**src/rtl/core/edp_pkg.sv**
```systemverilog
`timescale 1ns / 1ps

package edp_pkg;

  // adc and rail limits
  localparam int ADC_MAX   = 1023;
  localparam int ADC_W     = 10;
  localparam int LO_RAIL   = ADC_MAX / 10;
  localparam int HI_RAIL   = ADC_MAX * 9 / 10;
  localparam int HALF      = ADC_MAX / 2;
  localparam int LOW_LIMIT = 100;

  // register widths and reset values
  localparam int FS_W   = 16;
  localparam int HYST_W = 15;
  localparam logic [FS_W-1:0]   FS_MIN         = FS_W'(2);
  localparam logic [FS_W-1:0]   FULL_SCALE_RST = FS_W'(1024);
  localparam logic [HYST_W-1:0] HYST_RST       = HYST_W'(4);

  // calibration and scaling widths
  localparam int RL_W    = 7;
  localparam int SPAN_W  = ADC_W + 1;
  localparam int BAND_W  = 7;
  localparam int RECIP_W = 13;
  localparam int BAND_RECIP  = 6554;
  localparam int RECIP_SHIFT = 16;
  localparam int PROD_W  = FS_W + ADC_W + 1;
  localparam int QUOT_W  = 17;
  localparam int REM_W   = SPAN_W;
  localparam int CNT_W   = 5;
  localparam int DIV_STEPS = QUOT_W;

  // configuration port
  localparam int APB_AW = 3;
  localparam int APB_DW = 32;
  localparam logic REG_FULL_SCALE = 1'b0;
  localparam logic REG_HYSTERESIS = 1'b1;

  typedef struct packed {
    logic load;
    logic cal;
    logic start_a;
    logic take_a;
    logic start_b;
    logic take_b;
    logic sel;
    logic finish;
  } edp_cmd_t;

  typedef struct packed {
    logic calibrated;
    logic div_done;
    logic out_busy;
  } edp_stat_t;

endpackage

```
**src/rtl/core/edp_if.sv**
```systemverilog
`timescale 1ns / 1ps

interface edp_in_if import edp_pkg::*; ();
  logic             valid;
  logic             ready;
  logic [ADC_W-1:0] phase_a;
  logic [ADC_W-1:0] phase_b;

  modport source (output valid, output phase_a, output phase_b, input ready);
  modport sink (input valid, input phase_a, input phase_b, output ready);
endinterface

interface edp_out_if import edp_pkg::*; ();
  logic            valid;
  logic            ready;
  logic [FS_W-1:0] position;
  logic            changed;
  logic            calibrated;

  modport source (output valid, output position, output changed, output calibrated,
                  input ready);
  modport sink (input valid, input position, input changed, input calibrated,
                output ready);
endinterface

```
**src/rtl/core/edp_div.sv**
```systemverilog
`timescale 1ns / 1ps

module edp_div import edp_pkg::*; (
  input  logic              clk,
  input  logic              rst,
  input  logic              start,
  input  logic [PROD_W-1:0] dividend,
  input  logic [SPAN_W-1:0] divisor,
  output logic              done,
  output logic [QUOT_W-1:0] quotient
);

  logic [REM_W-1:0]  rem;
  logic [QUOT_W-1:0] quo;
  logic [SPAN_W-1:0] dsr;
  logic [CNT_W-1:0]  cnt;
  logic [REM_W:0]    shifted;
  logic [REM_W:0]    diff;
  logic              fits;

  // one restoring step per cycle
  always_comb begin
    shifted = {rem, quo[QUOT_W-1]};
    fits    = shifted >= {1'b0, dsr};
    diff    = shifted - {1'b0, dsr};
  end

  always_ff @(posedge clk) begin
    if (rst) begin
      cnt  <= '0;
      done <= 1'b0;
    end else begin
      done <= 1'b0;
      if (start) begin
        cnt <= CNT_W'(DIV_STEPS);
      end else if (cnt != '0) begin
        cnt <= cnt - CNT_W'(1);
        if (cnt == CNT_W'(1)) begin
          done <= 1'b1;
        end
      end
    end
  end

  // upper dividend bits are always below the divisor, so the quotient fits
  always_ff @(posedge clk) begin
    if (start) begin
      rem <= {{(REM_W - PROD_W + QUOT_W){1'b0}}, dividend[PROD_W-1:QUOT_W]};
      quo <= dividend[QUOT_W-1:0];
      dsr <= divisor;
    end else if (cnt != '0) begin
      rem <= fits ? diff[REM_W-1:0] : shifted[REM_W-1:0];
      quo <= {quo[QUOT_W-2:0], fits};
    end
  end

  assign quotient = quo;

endmodule

```
**src/rtl/core/edp_datapath.sv**
```systemverilog
`timescale 1ns / 1ps

module edp_datapath import edp_pkg::*; (
  input  logic              clk,
  input  logic              rst,
  input  edp_cmd_t          cmd,
  output edp_stat_t         stat,
  input  logic [ADC_W-1:0]  phase_a,
  input  logic [ADC_W-1:0]  phase_b,
  input  logic [FS_W-1:0]   full_scale,
  input  logic [HYST_W-1:0] hysteresis,
  input  logic              out_ready,
  output logic              out_valid,
  output logic [FS_W-1:0]   position,
  output logic              changed,
  output logic              calibrated
);

  logic [ADC_W-1:0]  pa;
  logic [ADC_W-1:0]  pb;
  logic [RL_W-1:0]   rl;
  logic [SPAN_W-1:0] span;
  logic              cal;
  logic [BAND_W-1:0] band;
  logic [FS_W-1:0]   held;
  logic [FS_W-1:0]   v1;
  logic [FS_W-1:0]   v2;
  logic [FS_W-1:0]   vsel;

  logic [FS_W-1:0]             fs_eff;
  logic [ADC_W-1:0]            delta;
  logic [ADC_W-1:0]            delta_low;
  logic                        cal_ok;
  logic [ADC_W-1:0]            phase_pick;
  logic [PROD_W-1:0]           dividend;
  logic [SPAN_W+RECIP_W-1:0]   band_prod;
  logic                        div_done;
  logic [QUOT_W-1:0]           quot;
  logic [FS_W-1:0]             q_sat;
  logic [FS_W:0]               v2_sum;
  logic [FS_W-1:0]             v2_wrap;
  logic [FS_W:0]               avg_sum;
  logic [FS_W-1:0]             avg;
  logic [FS_W-1:0]             avg_wrap;
  logic [ADC_W-1:0]            dist_a;
  logic [ADC_W-1:0]            dist_b;
  logic [FS_W-1:0]             sel_v;
  logic [FS_W-1:0]             hyst_diff;
  logic                        upd;

  always_comb begin
    fs_eff    = (full_scale < FS_MIN) ? FS_MIN : full_scale;
    delta     = (pa >= pb) ? pa - pb : pb - pa;
    delta_low = delta - ADC_W'(HALF);
    cal_ok    = (pa >= ADC_W'(LO_RAIL)) && (pa <= ADC_W'(HI_RAIL)) &&
                (pb >= ADC_W'(LO_RAIL)) && (pb <= ADC_W'(HI_RAIL)) &&
                (delta >= ADC_W'(HALF)) && (delta_low <= ADC_W'(LOW_LIMIT));

    phase_pick = cmd.start_b ? pb : pa;
    dividend   = PROD_W'(fs_eff) *
                 (PROD_W'(phase_pick) + PROD_W'(rl));
    band_prod  = (SPAN_W+RECIP_W)'(span) * (SPAN_W+RECIP_W)'(BAND_RECIP);

    q_sat   = (|quot[QUOT_W-1:FS_W]) ? '1 : quot[FS_W-1:0];
    // half-turn shift, sum stays below two turns
    v2_sum  = {1'b0, q_sat} + {2'b00, fs_eff[FS_W-1:1]};
    v2_wrap = (v2_sum >= {1'b0, fs_eff}) ? FS_W'(v2_sum - {1'b0, fs_eff})
                                         : v2_sum[FS_W-1:0];

    avg_sum  = {1'b0, v1} + {1'b0, v2};
    avg      = avg_sum[FS_W:1];
    avg_wrap = (avg >= fs_eff) ? avg - fs_eff : avg;

    dist_a = (pa >= ADC_W'(HALF)) ? pa - ADC_W'(HALF) : ADC_W'(HALF) - pa;
    dist_b = (pb >= ADC_W'(HALF)) ? pb - ADC_W'(HALF) : ADC_W'(HALF) - pb;
    if (dist_a < ADC_W'(band)) begin
      sel_v = v1;
    end else if (dist_b < ADC_W'(band)) begin
      sel_v = v2;
    end else begin
      sel_v = avg_wrap;
    end

    hyst_diff = (vsel >= held) ? vsel - held : held - vsel;
    upd       = cal && (hyst_diff > {1'b0, hysteresis});
  end

  edp_div u_div (
    .clk      (clk),
    .rst      (rst),
    .start    (cmd.start_a | cmd.start_b),
    .dividend (dividend),
    .divisor  (span),
    .done     (div_done),
    .quotient (quot)
  );

  always_ff @(posedge clk) begin
    if (rst) begin
      cal       <= 1'b0;
      rl        <= '0;
      held      <= '0;
      out_valid <= 1'b0;
    end else begin
      if (cmd.cal && !cal && cal_ok) begin
        cal <= 1'b1;
        rl  <= delta_low[RL_W-1:0];
      end
      if (cmd.finish) begin
        out_valid <= 1'b1;
        if (upd) begin
          held <= vsel;
        end
      end else if (out_ready) begin
        out_valid <= 1'b0;
      end
    end
  end

  always_ff @(posedge clk) begin
    if (cmd.load) begin
      pa <= phase_a;
      pb <= phase_b;
    end
    if (cmd.cal && !cal && cal_ok) begin
      span <= {delta, 1'b0};
    end
    if (cmd.start_a) begin
      band <= band_prod[RECIP_SHIFT +: BAND_W];
    end
    if (cmd.take_a) begin
      v1 <= q_sat;
    end
    if (cmd.take_b) begin
      v2 <= v2_wrap;
    end
    if (cmd.sel) begin
      vsel <= sel_v;
    end
    if (cmd.finish) begin
      position   <= upd ? vsel : held;
      changed    <= upd;
      calibrated <= cal;
    end
  end

  assign stat.calibrated = cal;
  assign stat.div_done   = div_done;
  assign stat.out_busy   = out_valid && !out_ready;

endmodule

```
**src/rtl/core/edp_ctrl.sv**
```systemverilog
`timescale 1ns / 1ps

module edp_ctrl import edp_pkg::*; (
  input  logic      clk,
  input  logic      rst,
  input  logic      in_valid,
  output logic      in_ready,
  input  edp_stat_t stat,
  output edp_cmd_t  cmd
);

  localparam logic [3:0] S_IDLE    = 4'd0;
  localparam logic [3:0] S_CAL     = 4'd1;
  localparam logic [3:0] S_CHECK   = 4'd2;
  localparam logic [3:0] S_START_A = 4'd3;
  localparam logic [3:0] S_WAIT_A  = 4'd4;
  localparam logic [3:0] S_START_B = 4'd5;
  localparam logic [3:0] S_WAIT_B  = 4'd6;
  localparam logic [3:0] S_SEL     = 4'd7;
  localparam logic [3:0] S_FINISH  = 4'd8;

  logic [3:0] state;
  logic [3:0] state_next;

  always_comb begin
    state_next = state;
    cmd        = '0;
    in_ready   = 1'b0;
    case (state)
      S_IDLE: begin
        in_ready = 1'b1;
        if (in_valid) begin
          cmd.load   = 1'b1;
          state_next = S_CAL;
        end
      end
      S_CAL: begin
        cmd.cal    = 1'b1;
        state_next = S_CHECK;
      end
      S_CHECK: begin
        state_next = stat.calibrated ? S_START_A : S_FINISH;
      end
      S_START_A: begin
        cmd.start_a = 1'b1;
        state_next  = S_WAIT_A;
      end
      S_WAIT_A: begin
        if (stat.div_done) begin
          cmd.take_a = 1'b1;
          state_next = S_START_B;
        end
      end
      S_START_B: begin
        cmd.start_b = 1'b1;
        state_next  = S_WAIT_B;
      end
      S_WAIT_B: begin
        if (stat.div_done) begin
          cmd.take_b = 1'b1;
          state_next = S_SEL;
        end
      end
      S_SEL: begin
        cmd.sel    = 1'b1;
        state_next = S_FINISH;
      end
      S_FINISH: begin
        if (!stat.out_busy) begin
          cmd.finish = 1'b1;
          state_next = S_IDLE;
        end
      end
      default: begin
        state_next = S_IDLE;
      end
    endcase
  end

  always_ff @(posedge clk) begin
    if (rst) begin
      state <= S_IDLE;
    end else begin
      state <= state_next;
    end
  end

endmodule

```
**src/rtl/core/endless_pot_decoder_unit.sv**
```systemverilog
`timescale 1ns / 1ps

// decoder for an endless potentiometer with two wipers a quarter turn apart.
// each input word carries one adc sample of each wiper; each one gives exactly
// one result word with the stored knob position, a changed flag and the
// calibrated flag. until a calibration succeeds, every sample is tried as a
// calibration pair (both samples away from the rails, wiper difference just
// above half scale); a rejected pair returns the held position (zero after
// reset) with changed low. once calibrated, both phases are scaled to full_scale
// positions by one shared 17-step restoring divider used twice in turn, and the
// next word is taken when that one is done. full_scale sits at byte address 0
// and hysteresis at 4 of the apb port; write them only while the decoder is
// idle. a full_scale below 2 acts as 2.
module endless_pot_decoder_unit import edp_pkg::*; (
  input  logic              clk,
  input  logic              rst,
  input  logic              psel,
  input  logic              penable,
  input  logic              pwrite,
  input  logic [APB_AW-1:0] paddr,
  input  logic [APB_DW-1:0] pwdata,
  output logic [APB_DW-1:0] prdata,
  output logic              pready,
  edp_in_if.sink            samples,
  edp_out_if.source         result
);

  // configuration registers
  logic [FS_W-1:0]   full_scale;
  logic [HYST_W-1:0] hysteresis;
  logic              reg_sel;
  logic              cfg_write;

  edp_cmd_t  dp_cmd;
  edp_stat_t dp_stat;

  // register index from the word address, byte lanes ignored
  assign reg_sel   = paddr[2];
  assign cfg_write = psel && penable && pwrite && pready;
  assign pready    = 1'b1;

  always_ff @(posedge clk) begin
    if (rst) begin
      full_scale <= FULL_SCALE_RST;
      hysteresis <= HYST_RST;
    end else if (cfg_write) begin
      case (reg_sel)
        REG_FULL_SCALE: full_scale <= pwdata[FS_W-1:0];
        REG_HYSTERESIS: hysteresis <= pwdata[HYST_W-1:0];
        default: begin
        end
      endcase
    end
  end

  always_comb begin
    case (reg_sel)
      REG_FULL_SCALE: prdata = APB_DW'(full_scale);
      REG_HYSTERESIS: prdata = APB_DW'(hysteresis);
      default:        prdata = '0;
    endcase
  end

  // sequencer: calibrate, two divisions, select, hysteresis
  edp_ctrl u_ctrl (
    .clk      (clk),
    .rst      (rst),
    .in_valid (samples.valid),
    .in_ready (samples.ready),
    .stat     (dp_stat),
    .cmd      (dp_cmd)
  );

  // datapath with the divider and the result register
  edp_datapath u_dp (
    .clk        (clk),
    .rst        (rst),
    .cmd        (dp_cmd),
    .stat       (dp_stat),
    .phase_a    (samples.phase_a),
    .phase_b    (samples.phase_b),
    .full_scale (full_scale),
    .hysteresis (hysteresis),
    .out_ready  (result.ready),
    .out_valid  (result.valid),
    .position   (result.position),
    .changed    (result.changed),
    .calibrated (result.calibrated)
  );

  // a sample word starts work, so the input closes on the next cycle
  a_busy_after_accept: assert property (@(posedge clk) disable iff (rst)
    (samples.valid && samples.ready) |=> !samples.ready)
    else $error("input still open after a word was taken");

  // calibration is one-shot and never lost
  a_cal_sticky: assert property (@(posedge clk) disable iff (rst)
    dp_stat.calibrated |=> dp_stat.calibrated)
    else $error("calibration dropped");

  // a change can only be reported by a calibrated decoder
  a_change_needs_cal: assert property (@(posedge clk) disable iff (rst)
    (result.valid && result.changed) |-> result.calibrated)
    else $error("change flagged while uncalibrated");

endmodule

```
**src/flat_wrapper.sv**
```systemverilog
// flat-port wrapper written by rule: the top's interface ports become plain ports
module endless_pot_decoder_unit_flat import edp_pkg::*;
  (clk, rst, psel, penable, pwrite, paddr, pwdata, prdata, pready, samples_valid, samples_phase_a, samples_phase_b, samples_ready, result_valid, result_position, result_changed, result_calibrated, result_ready);
  edp_in_if samples_i ();
  edp_out_if result_i ();
  input  logic clk;
  input  logic rst;
  input  logic psel;
  input  logic penable;
  input  logic pwrite;
  input  logic [APB_AW-1:0] paddr;
  input  logic [APB_DW-1:0] pwdata;
  output logic [APB_DW-1:0] prdata;
  output logic pready;
  input wire logic [$bits(samples_i.valid)-1:0] samples_valid;
  input wire logic [$bits(samples_i.phase_a)-1:0] samples_phase_a;
  input wire logic [$bits(samples_i.phase_b)-1:0] samples_phase_b;
  output wire logic [$bits(samples_i.ready)-1:0] samples_ready;
  output wire logic [$bits(result_i.valid)-1:0] result_valid;
  output wire logic [$bits(result_i.position)-1:0] result_position;
  output wire logic [$bits(result_i.changed)-1:0] result_changed;
  output wire logic [$bits(result_i.calibrated)-1:0] result_calibrated;
  input wire logic [$bits(result_i.ready)-1:0] result_ready;
  assign samples_i.valid = samples_valid;
  assign samples_i.phase_a = samples_phase_a;
  assign samples_i.phase_b = samples_phase_b;
  assign samples_ready = samples_i.ready;
  assign result_valid = result_i.valid;
  assign result_position = result_i.position;
  assign result_changed = result_i.changed;
  assign result_calibrated = result_i.calibrated;
  assign result_i.ready = result_ready;
  endless_pot_decoder_unit u_core (.clk(clk), .rst(rst), .psel(psel), .penable(penable), .pwrite(pwrite), .paddr(paddr), .pwdata(pwdata), .prdata(prdata), .pready(pready), .samples(samples_i), .result(result_i));
endmodule
```
**config.mk**
```make
export PLATFORM = sky130hd
export DESIGN_NAME = endless_pot_decoder_unit_flat
export DESIGN_NICKNAME = d
export VERILOG_FILES = /design/src/rtl/core/edp_pkg.sv /design/src/rtl/core/edp_if.sv /design/src/rtl/core/edp_div.sv /design/src/rtl/core/edp_datapath.sv /design/src/rtl/core/edp_ctrl.sv /design/src/rtl/core/endless_pot_decoder_unit.sv /design/src/flat_wrapper.sv
export SDC_FILE = /design/constraint.sdc
export NUM_CORES = 1
export LEC_CHECK = 0
export BUFFER_PORTS_ARGS = -buffer_cell sky130_fd_sc_hd__clkbuf_2
export CORE_MARGIN = 2
export CORE_UTILIZATION = 30
export CTS_CLUSTER_DIAMETER = 120
export DETAILED_ROUTE_END_ITERATION = 7
export PLACE_DENSITY_LB_ADDON = 0.3
export RECOVER_POWER = 100
export REMOVE_ABC_BUFFERS = 1
export SYNTH_ARGS = -nofsm -noshare
export SYNTH_HDL_FRONTEND = slang
export SYNTH_SLANG_ARGS = --single-unit
```
**constraint.sdc**
```tcl
create_clock -name clk -period 10.4 [get_ports clk]
set_input_delay 0.52 -clock clk [delete_from_list [all_inputs] [get_ports clk]]
set_output_delay 0.52 -clock clk [all_outputs]
set_load 0.02 [all_outputs]
```
==> qor.txt <==
Worst hold path cell count - 1
1st-iter DRT viols - 1,177
Die Wd - 282 µm
Ports - 115
Max clock buf depth - 3
WS Path Type - reg2reg
Synth Area per Inst - 8.81 µm²
PostCTS Resize Cnt - 0
Crit path arrival time - 9.42 ns
Max IR drop VDD - 0.000118 V
Final setup violation count - 0
Seq cells post-synth - 207
Largest cells by area after synthesis - edfxtp_1 (18%), ha_1 (16%), fa_1 (14%), inv_1 (5.8%), dfxtp_1 (5.8%)
Routed via count - 18,102
Worst min path class - in2reg
CP max FO - 20
H-tree Lvls - 1
Clock sinks - 207
WP data required - 10.63 ns
Max-cap viol count - 4
Total gr overflow - 0
Antenna cell count - 0
Slew @ Worst Pin - 2.29 ns
Root Driver - clkbuf_16
Vias in the first global route - 17,583
Instance count on the critical path - 37
Area Growth Syn to Fin - 9.11%
Max incr delay on CP - 0.75 ns
Multi-input gate area - 15,700 µm²
Clock skew - 0.0197 ns
Commonest non-fill, non-tap cell in the layout - inv_1
Area occupied by registers - 5550 µm²
Crit path time final - 9.18 ns
Period Utilization, post-route - 0.883
Syn Std Cell Area - 23,200 µm²
Total Routing Usage GR - 0.159
Fmax - 109 MHz
Height of the die - 282 µm
Setup WS pre-CTS - 1.31 ns
First-pass iteration count of the detailed router - 5
Mean routed wirelength per cell - 16.9 µm
Final setup TNS - 0 ns
DRC - 0
Post-synth EDFFs - 140
DP HPWL - 49.4 mm
Core Footprint - 76,200 µm²
Worst-Skew Late Latency - 0.57 ns
Failing checks - capacitance limit, slew limit
R2R depth - 37
Final worst slack - 1.22 ns
Largest area contributor in the netlist - edfxtp_1
Seq/Total Area, Yosys - 0.239
Synth async-reset ratio - 0
RSZ-0062 raised after global routing - false
Final ANT Viol Nets - 0
Fillers - 8,077
CTS Buf Count - 27
Crit. End Element - flop
Site row count - 101
Hold Violations, Final - 0
Placer Congestion - 0.895
Main synth FF type - edfxtp_1
TritonCTS clock tree - done
Die area - 79,500 µm²
Hold Buf Count CTS - 0
Crit-path slowest cell - a21oi_1
Slew HR - -0.528
Status - finished with violations
Largest net degree at the start of global routing - 47
Initial Utilization - 0.304
Reg clk slew, reported paths - 0.06 ns
Share of layout cells above drive strength 1 - 0.0477
Max-slew violations - 161
Mapped Cells - 2,629
Layout Nets - 3,173
Initial antenna violation count - 0
Leakage dissipation - 11.0 nW
# Post-CTS Setup Buffers - 0
Routed vias/inst - 4.88
# port buffers - 79
Crit path max-delay family - adder cells
Finished Core Util - 0.332
Final wirelength - 62.6 mm
Most frequent cells in the layout - inv_1 (361), ha_1 (288), nand2_1 (286), nor2_1 (178), fa_1 (161)
Syn. warnings - 0
Area share of the largest cell type after synthesis - 0.181
WP buf/inv - 8
Pwr dens - 167 nW/µm²
First-pass GRT wire length - 99.2 mm
Type of origin of the critical path - flop
Distinct cells, synth - 88
==> metrics by stage <==
step / hold slack [ns] / std cells / cell area (µm²) / total power, mW
floorplan: 0.440 / 2526 / 22700 / 2.78
global placement: 0.461 / 3663 / 24600 / 3.36
detailed placement: 0.465 / 3663 / 24600 / 3.37
CTS: 0.0928 / 3712 / 25500 / 4.32
global route: 0.103 / 3712 / 25300 / 4.60
finish: 0.134 / 3712 / 25300 / 4.23
==> logic make-up after synthesis <==
family,after synthesis,share of synthesized area
multiplexers,73,0.0333
buffers and inverters,484,0.0821
adder cells (fa/ha/maj),449,0.295
AO/OA/AOI/OAI,540,0.149
flip-flops,207,0.239
XOR/XNOR,128,0.0500
AND/OR/NAND/NOR,746,0.151
other,2,0.000324
==> final timing paths <==
| kind | end | slack, ns | start |
|---|---|---|---|
| worst max-delay path | u_core.u_dp.u_div.rem[9]$_DFFE_PP_ | 1.22 | u_core.u_ctrl.state[0]$_SDFFE_PP0P_ |
| worst max register to register | u_core.u_dp.u_div.rem[9]$_DFFE_PP_ | 1.22 | u_core.u_ctrl.state[0]$_SDFFE_PP0P_ |
| worst min register to register | u_core.hysteresis[1]$_SDFFE_PP0P_ | 0.47 | u_core.hysteresis[1]$_SDFFE_PP0P_ |
| worst min-delay path | u_core.u_dp.pa[3]$_DFFE_PP_ | 0.13 | samples_phase_a[3] |
==> area by class of cell <==
cell class / count / area share
Multi-Input combinational cell: 1953 / 0.622
Clock inverter: 16 / 0.00549
Clock buffer: 33 / 0.0280
Tap cell: 1030 / 0.0510
Inverter: 366 / 0.0544
Timing Repair Buffer: 107 / 0.0198
Sequential cell: 207 / 0.219
==> sequential cells by signal, indices dropped and copies added (netlist names), 11 cells and up <==
signal / cells
u_core.full_scale: 16
u_core.hysteresis: 15
u_core.u_dp.held: 16
u_core.u_dp.position: 16
u_core.u_dp.u_div.quotient: 17
u_core.u_dp.u_div.rem: 11
u_core.u_dp.v1: 16
u_core.u_dp.v2: 16
u_core.u_dp.vsel: 16
==> report_power, final <==
part / internal [mW] / total [mW] / switching [mW] / leakage, nW
logic: 0.827 / 2.09 / 1.26 / 8.72
clock network: 0.533 / 0.922 / 0.389 / 0.409
registers: 1.11 / 1.21 / 0.105 / 1.84
total: 2.47 / 4.23 / 1.76 / 11.0
==> metal layers <==
metal | wire length, µm | vias to the layer above | GRT usage
li1 | - | 8983 | -
met1 | 29000 | 8673 | 0.217
met2 | 29200 | 371 | 0.264
met3 | 2800 | 75 | 0.0197
met4 | 1680 | 0 | 0.0421
met5 | 0 | - | 0
==> cell usage after synthesis, types with 17 or more instances <==
library cell / count
nor2_1: 178
mux2i_1: 58
a21oi_1: 153
and2_1: 37
nand3_1: 35
dfxtp_1: 67
nand4_1: 20
a21boi_0: 17
nand2b_1: 33
o21ai_0: 121
a31oi_1: 19
a21o_1: 57
ha_1: 288
o31ai_1: 33
clkbuf_1: 93
nand2_1: 286
xor2_1: 53
buf_4: 17
nor2b_1: 29
nor3_1: 36
xnor2_1: 70
edfxtp_1: 140
fa_1: 161
o21a_1: 26
inv_1: 361
nor4_1: 23
or2_2: 19
Note: power is estimated with default switching activity, not from simulation.
